`src/rtl/lmrr_pkg.sv`:
```
package lmrr_pkg;

  localparam int DEF_NUM_LOCKS   = 16;
  localparam int DEF_QUEUE_DEPTH = 8;

  localparam int FUNC_W   = 1;
  localparam int LOCK_W   = 4;
  localparam int CLIENT_W = 3;
  localparam int STATUS_W = 2;
  localparam int KIND_W   = 2;

  typedef enum logic [FUNC_W-1:0] {
    FUNC_ACQUIRE = 1'b0,
    FUNC_RELEASE = 1'b1
  } func_t;

  typedef enum logic [1:0] {
    LK_FREE     = 2'd0,
    LK_LOCKED   = 2'd1,
    LK_WAITERS  = 2'd2,
    LK_RETRYING = 2'd3
  } lock_st_t;

  typedef enum logic [STATUS_W-1:0] {
    RES_OK    = 2'd0,
    RES_RETRY = 2'd1,
    RES_IOERR = 2'd2,
    RES_FULL  = 2'd3
  } res_t;

  typedef enum logic [KIND_W-1:0] {
    MSG_NONE   = 2'd0,
    MSG_REVOKE = 2'd1,
    MSG_RETRY  = 2'd2
  } msg_t;

  typedef enum logic [1:0] {
    S_CLEAR,
    S_IDLE,
    S_LOOK,
    S_EXEC
  } lmrr_state_t;

  typedef struct packed {
    logic clear;
    logic accept;
    logic look;
    logic exec;
  } lmrr_cmd_t;

  typedef struct packed {
    logic clr_last;
  } lmrr_sts_t;

endpackage

```
`src/rtl/lmrr_ram.sv`:
```
module lmrr_ram #(
  parameter int WIDTH = 8,
  parameter int DEPTH = 16,
  parameter int AW    = (DEPTH > 1) ? $clog2(DEPTH) : 1
) (
  input  logic             clk,
  input  logic             we,
  input  logic [AW-1:0]    waddr,
  input  logic [WIDTH-1:0] wdata,
  input  logic             re,
  input  logic [AW-1:0]    raddr,
  output logic [WIDTH-1:0] rdata
);

  logic [WIDTH-1:0] mem [DEPTH];

  always_ff @(posedge clk) begin
    if (we) begin
      mem[waddr] <= wdata;
    end
    if (re) begin
      rdata <= mem[raddr];
    end
  end

endmodule

```
`src/rtl/lmrr_ctrl.sv`:
```
module lmrr_ctrl (
  input  logic                clk,
  input  logic                rst_n,
  input  logic                start,
  input  lmrr_pkg::lmrr_sts_t sts,
  output logic                busy,
  output lmrr_pkg::lmrr_cmd_t cmd
);
  import lmrr_pkg::*;

  lmrr_state_t state_r, state_nxt;

  always_ff @(posedge clk) begin
    if (!rst_n) begin
      state_r <= S_CLEAR;
    end else begin
      state_r <= state_nxt;
    end
  end

  always_comb begin
    state_nxt = state_r;
    unique case (state_r)
      S_CLEAR: if (sts.clr_last) state_nxt = S_IDLE;
      S_IDLE:  if (start) state_nxt = S_LOOK;
      S_LOOK:  state_nxt = S_EXEC;
      S_EXEC:  state_nxt = S_IDLE;
      default: state_nxt = S_CLEAR;
    endcase
  end

  always_comb begin
    cmd  = '0;
    busy = 1'b1;
    unique case (state_r)
      S_CLEAR: cmd.clear = 1'b1;
      S_IDLE: begin
        busy       = 1'b0;
        cmd.accept = start;
      end
      S_LOOK:  cmd.look = 1'b1;
      S_EXEC:  cmd.exec = 1'b1;
      default: cmd = '0;
    endcase
  end

endmodule

```
`src/rtl/lmrr_dp.sv`:
```
module lmrr_dp #(
  parameter int NUM_LOCKS   = lmrr_pkg::DEF_NUM_LOCKS,
  parameter int QUEUE_DEPTH = lmrr_pkg::DEF_QUEUE_DEPTH
) (
  input  logic                          clk,
  input  logic                          rst_n,
  input  lmrr_pkg::lmrr_cmd_t           cmd,
  output lmrr_pkg::lmrr_sts_t           sts,
  input  logic [lmrr_pkg::FUNC_W-1:0]   in_func,
  input  logic [lmrr_pkg::LOCK_W-1:0]   in_lock_num,
  input  logic [lmrr_pkg::CLIENT_W-1:0] in_client_num,
  output logic                          out_valid,
  output logic [lmrr_pkg::STATUS_W-1:0] out_status,
  output logic [lmrr_pkg::KIND_W-1:0]   out_notify_kind,
  output logic [lmrr_pkg::CLIENT_W-1:0] out_notify_client
);
  import lmrr_pkg::*;

  localparam int LW  = (NUM_LOCKS > 1) ? $clog2(NUM_LOCKS) : 1;
  localparam int XW  = ((LW > LOCK_W) ? LW : LOCK_W) + 1;
  localparam int QW  = (QUEUE_DEPTH > 1) ? $clog2(QUEUE_DEPTH) : 1;
  localparam int CW  = $clog2(QUEUE_DEPTH + 1);
  localparam int PW  = CW + 1;
  localparam int EW  = 2 + CLIENT_W + QW + CW;
  localparam int WAW = LW + QW;

  // lock entry layout: {state, owner, head, count}
  localparam int CNT_LO = 0;
  localparam int HD_LO  = CW;
  localparam int OWN_LO = CW + QW;
  localparam int ST_LO  = CW + QW + CLIENT_W;

  logic [LW-1:0]       clr_cnt_r;
  logic [FUNC_W-1:0]   func_r;
  logic [LW-1:0]       lk_r;
  logic                inr_r;
  logic [CLIENT_W-1:0] cli_r;
  logic [EW-1:0]       ent_r;

  logic                out_valid_r;
  logic [STATUS_W-1:0] out_status_r,  out_status_nxt;
  logic [KIND_W-1:0]   out_kind_r,    out_kind_nxt;
  logic [CLIENT_W-1:0] out_client_r,  out_client_nxt;

  logic [XW-1:0]       lk_x;
  logic                in_range;

  logic                lt_we;
  logic [LW-1:0]       lt_waddr;
  logic [EW-1:0]       lt_wdata;
  logic [EW-1:0]       lt_rdata;

  logic                wq_we;
  logic [WAW-1:0]      wq_waddr;
  logic [WAW-1:0]      wq_raddr;
  logic [CLIENT_W-1:0] wq_rdata;

  lock_st_t            st;
  logic [CLIENT_W-1:0] owner;
  logic [QW-1:0]       head;
  logic [CW-1:0]       cnt;
  logic                full, empty, head_hit;
  logic [PW-1:0]       sum;
  logic [QW-1:0]       push_pos;
  logic [QW-1:0]       head_inc;
  logic [CW-1:0]       cnt_dec;

  lock_st_t            st_new;
  logic [CLIENT_W-1:0] owner_new;
  logic [QW-1:0]       head_new;
  logic [CW-1:0]       cnt_new;
  logic                upd, push;

  assign lk_x     = XW'(in_lock_num);
  assign in_range = lk_x < XW'(NUM_LOCKS);

  assign sts.clr_last = clr_cnt_r == LW'(NUM_LOCKS - 1);

  always_ff @(posedge clk) begin
    if (!rst_n) begin
      clr_cnt_r   <= '0;
      out_valid_r <= 1'b0;
    end else begin
      if (cmd.clear) clr_cnt_r <= clr_cnt_r + LW'(1);
      out_valid_r <= cmd.exec;
    end
  end

  always_ff @(posedge clk) begin
    if (cmd.accept) begin
      func_r <= in_func;
      lk_r   <= lk_x[LW-1:0];
      inr_r  <= in_range;
      cli_r  <= in_client_num;
    end
    if (cmd.look) ent_r <= lt_rdata;
    if (cmd.exec) begin
      out_status_r <= out_status_nxt;
      out_kind_r   <= out_kind_nxt;
      out_client_r <= out_client_nxt;
    end
  end

  // queue head slot is read with the entry's head straight from the table output
  assign wq_raddr = {lk_r, lt_rdata[HD_LO +: QW]};

  assign st       = lock_st_t'(ent_r[ST_LO +: 2]);
  assign owner    = ent_r[OWN_LO +: CLIENT_W];
  assign head     = ent_r[HD_LO +: QW];
  assign cnt      = ent_r[CNT_LO +: CW];
  assign full     = cnt == CW'(QUEUE_DEPTH);
  assign empty    = cnt == '0;
  assign head_hit = wq_rdata == cli_r;
  assign cnt_dec  = cnt - CW'(1);
  assign head_inc = (head == QW'(QUEUE_DEPTH - 1)) ? '0 : head + QW'(1);

  // head < depth and count < depth on a push, so one subtract wraps it
  always_comb begin
    sum = PW'(head) + PW'(cnt);
    if (sum >= PW'(QUEUE_DEPTH)) sum = sum - PW'(QUEUE_DEPTH);
    push_pos = sum[QW-1:0];
  end

  always_comb begin
    st_new         = st;
    owner_new      = owner;
    head_new       = head;
    cnt_new        = cnt;
    upd            = 1'b0;
    push           = 1'b0;
    out_status_nxt = RES_OK;
    out_kind_nxt   = MSG_NONE;
    out_client_nxt = '0;
    if (!inr_r) begin
      out_status_nxt = RES_IOERR;
    end else if (func_r == FUNC_ACQUIRE) begin
      case (st)
        LK_FREE: begin
          upd       = 1'b1;
          st_new    = LK_LOCKED;
          owner_new = cli_r;
        end
        LK_RETRYING: begin
          if (empty) begin
            upd       = 1'b1;
            st_new    = LK_LOCKED;
            owner_new = cli_r;
          end else if (head_hit) begin
            upd       = 1'b1;
            head_new  = head_inc;
            cnt_new   = cnt_dec;
            owner_new = cli_r;
            if (cnt_dec != '0) begin
              st_new         = LK_WAITERS;
              out_kind_nxt   = MSG_REVOKE;
              out_client_nxt = cli_r;
            end else begin
              st_new = LK_LOCKED;
            end
          end else if (full) begin
            out_status_nxt = RES_FULL;
          end else begin
            upd            = 1'b1;
            push           = 1'b1;
            cnt_new        = cnt + CW'(1);
            out_status_nxt = RES_RETRY;
          end
        end
        default: begin
          if (full) begin
            out_status_nxt = RES_FULL;
          end else begin
            upd            = 1'b1;
            push           = 1'b1;
            cnt_new        = cnt + CW'(1);
            st_new         = LK_WAITERS;
            out_status_nxt = RES_RETRY;
            out_kind_nxt   = MSG_REVOKE;
            out_client_nxt = owner;
          end
        end
      endcase
    end else begin
      case (st)
        LK_LOCKED: begin
          upd       = 1'b1;
          st_new    = LK_FREE;
          owner_new = '0;
        end
        LK_WAITERS: begin
          upd       = 1'b1;
          owner_new = '0;
          if (!empty) begin
            st_new         = LK_RETRYING;
            out_kind_nxt   = MSG_RETRY;
            out_client_nxt = wq_rdata;
          end else begin
            st_new = LK_FREE;
          end
        end
        default: out_status_nxt = RES_IOERR;
      endcase
    end
  end

  always_comb begin
    if (cmd.clear) begin
      lt_we    = 1'b1;
      lt_waddr = clr_cnt_r;
      lt_wdata = '0;
    end else begin
      lt_we    = cmd.exec & upd;
      lt_waddr = lk_r;
      lt_wdata = {st_new, owner_new, head_new, cnt_new};
    end
  end

  assign wq_we    = cmd.exec & push;
  assign wq_waddr = {lk_r, push_pos};

  lmrr_ram #(
    .WIDTH (EW),
    .DEPTH (NUM_LOCKS)
  ) u_lock_tbl (
    .clk   (clk),
    .we    (lt_we),
    .waddr (lt_waddr),
    .wdata (lt_wdata),
    .re    (cmd.accept),
    .raddr (lk_x[LW-1:0]),
    .rdata (lt_rdata)
  );

  lmrr_ram #(
    .WIDTH (CLIENT_W),
    .DEPTH ((2 ** LW) * (2 ** QW))
  ) u_wait_q (
    .clk   (clk),
    .we    (wq_we),
    .waddr (wq_waddr),
    .wdata (cli_r),
    .re    (cmd.look),
    .raddr (wq_raddr),
    .rdata (wq_rdata)
  );

  assign out_valid         = out_valid_r;
  assign out_status        = out_status_r;
  assign out_notify_kind   = out_kind_r;
  assign out_notify_client = out_client_r;

endmodule

```
`src/rtl/lock_manager_revoke_retry.sv`:
```
// Channel   Ports                                          Handshake
// input     in_func, in_lock_num, in_client_num            start & !busy
// result    out_status, out_notify_kind, out_notify_client out_valid strobe, one cycle
//
// Each beat steps through lock table read, queue head read, then update and
// result. The result is registered and shows in the cycle after the update,
// while the next beat may already be taken. The two chained synchronous
// reads set the rate. After reset a clearing pass writes every lock entry
// free, with busy high. The receiver cannot stall; out_valid lasts one cycle.
module lock_manager_revoke_retry #(
  parameter int NUM_LOCKS   = lmrr_pkg::DEF_NUM_LOCKS,
  parameter int QUEUE_DEPTH = lmrr_pkg::DEF_QUEUE_DEPTH
) (
  input  logic                          clk,
  input  logic                          rst_n,
  input  logic                          start,
  output logic                          busy,
  input  logic [lmrr_pkg::FUNC_W-1:0]   in_func,
  input  logic [lmrr_pkg::LOCK_W-1:0]   in_lock_num,
  input  logic [lmrr_pkg::CLIENT_W-1:0] in_client_num,
  output logic                          out_valid,
  output logic [lmrr_pkg::STATUS_W-1:0] out_status,
  output logic [lmrr_pkg::KIND_W-1:0]   out_notify_kind,
  output logic [lmrr_pkg::CLIENT_W-1:0] out_notify_client
);
  import lmrr_pkg::*;

  lmrr_cmd_t cmd;
  lmrr_sts_t sts;

  lmrr_ctrl u_ctrl (
    .clk   (clk),
    .rst_n (rst_n),
    .start (start),
    .sts   (sts),
    .busy  (busy),
    .cmd   (cmd)
  );

  lmrr_dp #(
    .NUM_LOCKS   (NUM_LOCKS),
    .QUEUE_DEPTH (QUEUE_DEPTH)
  ) u_dp (
    .clk               (clk),
    .rst_n             (rst_n),
    .cmd               (cmd),
    .sts               (sts),
    .in_func           (in_func),
    .in_lock_num       (in_lock_num),
    .in_client_num     (in_client_num),
    .out_valid         (out_valid),
    .out_status        (out_status),
    .out_notify_kind   (out_notify_kind),
    .out_notify_client (out_notify_client)
  );

endmodule
```
`config.mk`:
```
export PLATFORM = sky130hd
export DESIGN_NAME = lock_manager_revoke_retry
export DESIGN_NICKNAME = d
export VERILOG_FILES = /design/src/rtl/lmrr_pkg.sv /design/src/rtl/lmrr_ram.sv /design/src/rtl/lmrr_ctrl.sv /design/src/rtl/lmrr_dp.sv /design/src/rtl/lock_manager_revoke_retry.sv
export SDC_FILE = /design/constraint.sdc
export NUM_CORES = 1
export LEC_CHECK = 0
export BUFFER_PORTS_ARGS = -buffer_cell sky130_fd_sc_hd__buf_2
export CAP_MARGIN = 20
export CELL_PAD_IN_SITES_DETAIL_PLACEMENT = 1
export CELL_PAD_IN_SITES_GLOBAL_PLACEMENT = 1
export CORE_ASPECT_RATIO = 0.7
export CORE_MARGIN = 5
export CORE_UTILIZATION = 35
export CTS_CLUSTER_DIAMETER = 200
export DETAILED_ROUTE_END_ITERATION = 8
export GPL_TIMING_DRIVEN = 0
export PLACE_DENSITY = 0.52
export SLEW_MARGIN = 20
export SYNTH_ARGS = -nofsm -noshare
export SYNTH_HDL_FRONTEND = slang
export SYNTH_SLANG_ARGS = --single-unit
```
`constraint.sdc`:
```
create_clock -name clk -period 6.9 [get_ports clk]
set_input_delay 1.38 -clock clk [delete_from_list [all_inputs] [get_ports clk]]
set_output_delay 1.38 -clock clk [all_outputs]
set_load 0.05 [all_outputs]
```
==> metrics.yaml <==
drt_wl_total_mm: 76.9
post_drt_wl_per_cell_um: 30.1
core.rowCount: 82
htree_levels: 3
start_util_pct: 35.5
yosysWarningCount: 0
grt_max_degree: 25
cts_buffers: 66
synth-seq-cells: 625
grtUsageMet1_pct: 31.4
hpwl_mm: 52.4
grt_pass1_vias: 14476
portBuffers: 19
start_kind: "flop"
fin_skew_ps: 26.4
slew_violations: 0
die-area_um2: 78400
synth_area_um2: 25500
syn_inst: 1414
avgSynthCellArea_um2: 18.0
dr.pass1.iters: 5
path_max_fanout: 10
drv_cap: 0
max-vdd-ir-drop_mv: 0.189
die_w_um: 333
drive_above_1_share_pct: 22.4
crit_arrival_ps: 4530
seqCellArea_um2: 18700
clock_latency_ps: 620
antenna_found_initial: 4
syn2layout_area_growth_pct: 16.0
dp.cells: 2435
die_h_um: 236
cts_hold_buf: 0
path_class: "flop to flop"
worstMarginPinSlew_ps: 1110
min_delay_path_depth: 0
yosysUniqueCellTypes: 66
cts-root-buf: "clkbuf_16"
tritoncts: "built"
ys.flop_type: "edfxtp_1"
vias: 14053
viasPerCell: 5.50
cts_resized: 0
syn_nets: 1440
cts_setup_buffers: 0
r2r_slack_ps: 2610
synthTopCellsByCount: "edfxtp_1, nor2_1, mux4_2, nand2_1, mux2i_1"
reg2reg_to: "u_dp.u_wait_q.rdata[2]"
fmax_mhz: 233
fin_area_um2: 29600
endpoint_kind: "flop"
worst_r2r_path_depth: 7
met2_usage_pct: 26.2
status: "finished clean"
multi_input_area_um2: 6420
synth_edf_count: 618
slew_headroom_pct: 24.4
finalSetupViolCount: 0
crit_required_ps: 7140
async_flop_share_pct: 0
powerDensity_nw_per_um2: 316
hold_viol: 0
track_usage_pct: 19.4
worstReg2RegStart: "u_dp.u_lock_tbl.rdata[6]"
clk_pin_slew_ps: 60
fillers: 6948
whs_ps: 426
routabilityCongestion: 0.824
p_total_uw: 9350
drc: 0
holdCritStartpoint: "u_dp.u_lock_tbl.rdata[0]"
cts_buffer_depth: 3
postRouteAntennaNets: 0
dpl_cell_area_um2: 27400
ys_seq_area_share_pct: 73.3
globalRouteOverflowTotal: 0
busiest_layer: "met1"
grt_pass1_wl_mm: 109
drtIter0Drc: 1599
yosysTopAreaCell: "edfxtp_1"
synth.most_common_cell: "edfxtp_1"
synthTopCellsByArea: "edfxtp_1, mux4_2, nor2_1, mux2i_1, nand2_1"
rsz0062_at_grt: "false"
synth_top_area_share_pct: 72.8
period_minus_slack_ps: 4290
fin_nets: 1563
setup_tns_ps: 0
use_met3_pct: 5.12
power_leakage_uw: 0.00935
hold_path_end: "u_dp.ent_r[0]"
clock-sinks: 625
hp-class: "flop to flop"
core_area_um2: 71900
io_pins: 20
fin_crit_sh_pct: 62.2
fin_cells: 2554
-- critical path: stages, from the launching register on --
cell	delay [ps]
edfxtp_1	600
inv_1	170
clkbuf_1	770
buf_2	640
a21oi_1	100
a21oi_1	360
o22ai_1	240
a2111oi_0	1010
-- routing by layer --
metal	routed length [um]	part of all wire, %
met5	0	0
met2	31300	41
met1	38600	50
met4	1300	1.7
met3	5690	7.4
-- cell families after synthesis --
family / after synthesis / share of synthesized area, %
adder cells (fa/ha/maj): 15 / 0.766
AND/OR/NAND/NOR: 349 / 6.05
flip-flops: 625 / 73.3
buffers and inverters: 95 / 1.76
multiplexers: 196 / 14.3
AO/OA/AOI/OAI: 124 / 3.41
XOR/XNOR: 10 / 0.344
-- cell type report --
cell class | count | area share, %
diodes | 2 | 0.0169
well taps | 966 | 4.09
flip-flops and latches | 625 | 63.2
plain buffers | 78 | 1.31
clock buffers | 77 | 5.94
clock inverters | 40 | 1.27
repair buffers | 55 | 2.22
multi-input cells | 694 | 21.7
inverters | 17 | 0.216
-- power by group --
part / leakage [uW] / switching [uW] / internal, uW
logic: 0.00263 / 834 / 402
registers: 0.00568 / 58.0 / 4470
clock network: 0.00104 / 1500 / 2080
-- flip-flops by register name, indices dropped and copies added, names as in the netlist, 3 cells and up --
| signal | cells |
|---|---|
| u_dp.cli_r | 3 |
| u_dp.clr_cnt_r | 4 |
| u_dp.ent_r | 12 |
| u_dp.lk_r | 4 |
| u_dp.out_notify_client | 3 |
| u_dp.u_lock_tbl.mem | 192 |
| u_dp.u_lock_tbl.rdata | 12 |
| u_dp.u_wait_q.mem | 384 |
| u_dp.u_wait_q.rdata | 3 |
-- per-stage QoR --
step / utilization (%) / worst slack [ps]
floorplan: - / 2010
global placement: 37.3 / -1620
detailed placement: 38.1 / 2640
CTS: 41.1 / 2680
global route: 41.1 / 2580
finish: 41.1 / 2610
-- worst max path at each step --
stage / slack [ps] / to / from / cells past startpoint
after floorplan: 2010 / u_dp.u_lock_tbl.mem[0][1] / u_dp.cli_r[1] / 6
after global placement: -1620 / u_dp.u_lock_tbl.mem[12][1] / u_dp.cli_r[0] / 6
after detailed placement: 2640 / u_dp.u_lock_tbl.rdata[11] / in_lock_num[1] / 5
after CTS: 2680 / u_dp.u_wait_q.rdata[1] / u_dp.u_lock_tbl.rdata[6] / 7
after global routing: 2580 / u_dp.u_wait_q.mem[80][2] / u_dp.ent_r[1] / 10
final: 2610 / u_dp.u_wait_q.rdata[2] / u_dp.u_lock_tbl.rdata[6] / 7
-- cell usage in the layout (no fill, tap or decap), types with 18 or more instances in the layout --
master and instances:
a21oi_1 29, a22oi_1 18, buf_2 46, buf_8 22, clkbuf_1 47, clkbuf_16 69, clkinv_1 18, edfxtp_1 618
mux2i_1 57, mux4_2 135, nand2_1 74, nand3_1 26, nor2_1 169
Note: power is estimated with default switching activity, not from simulation.
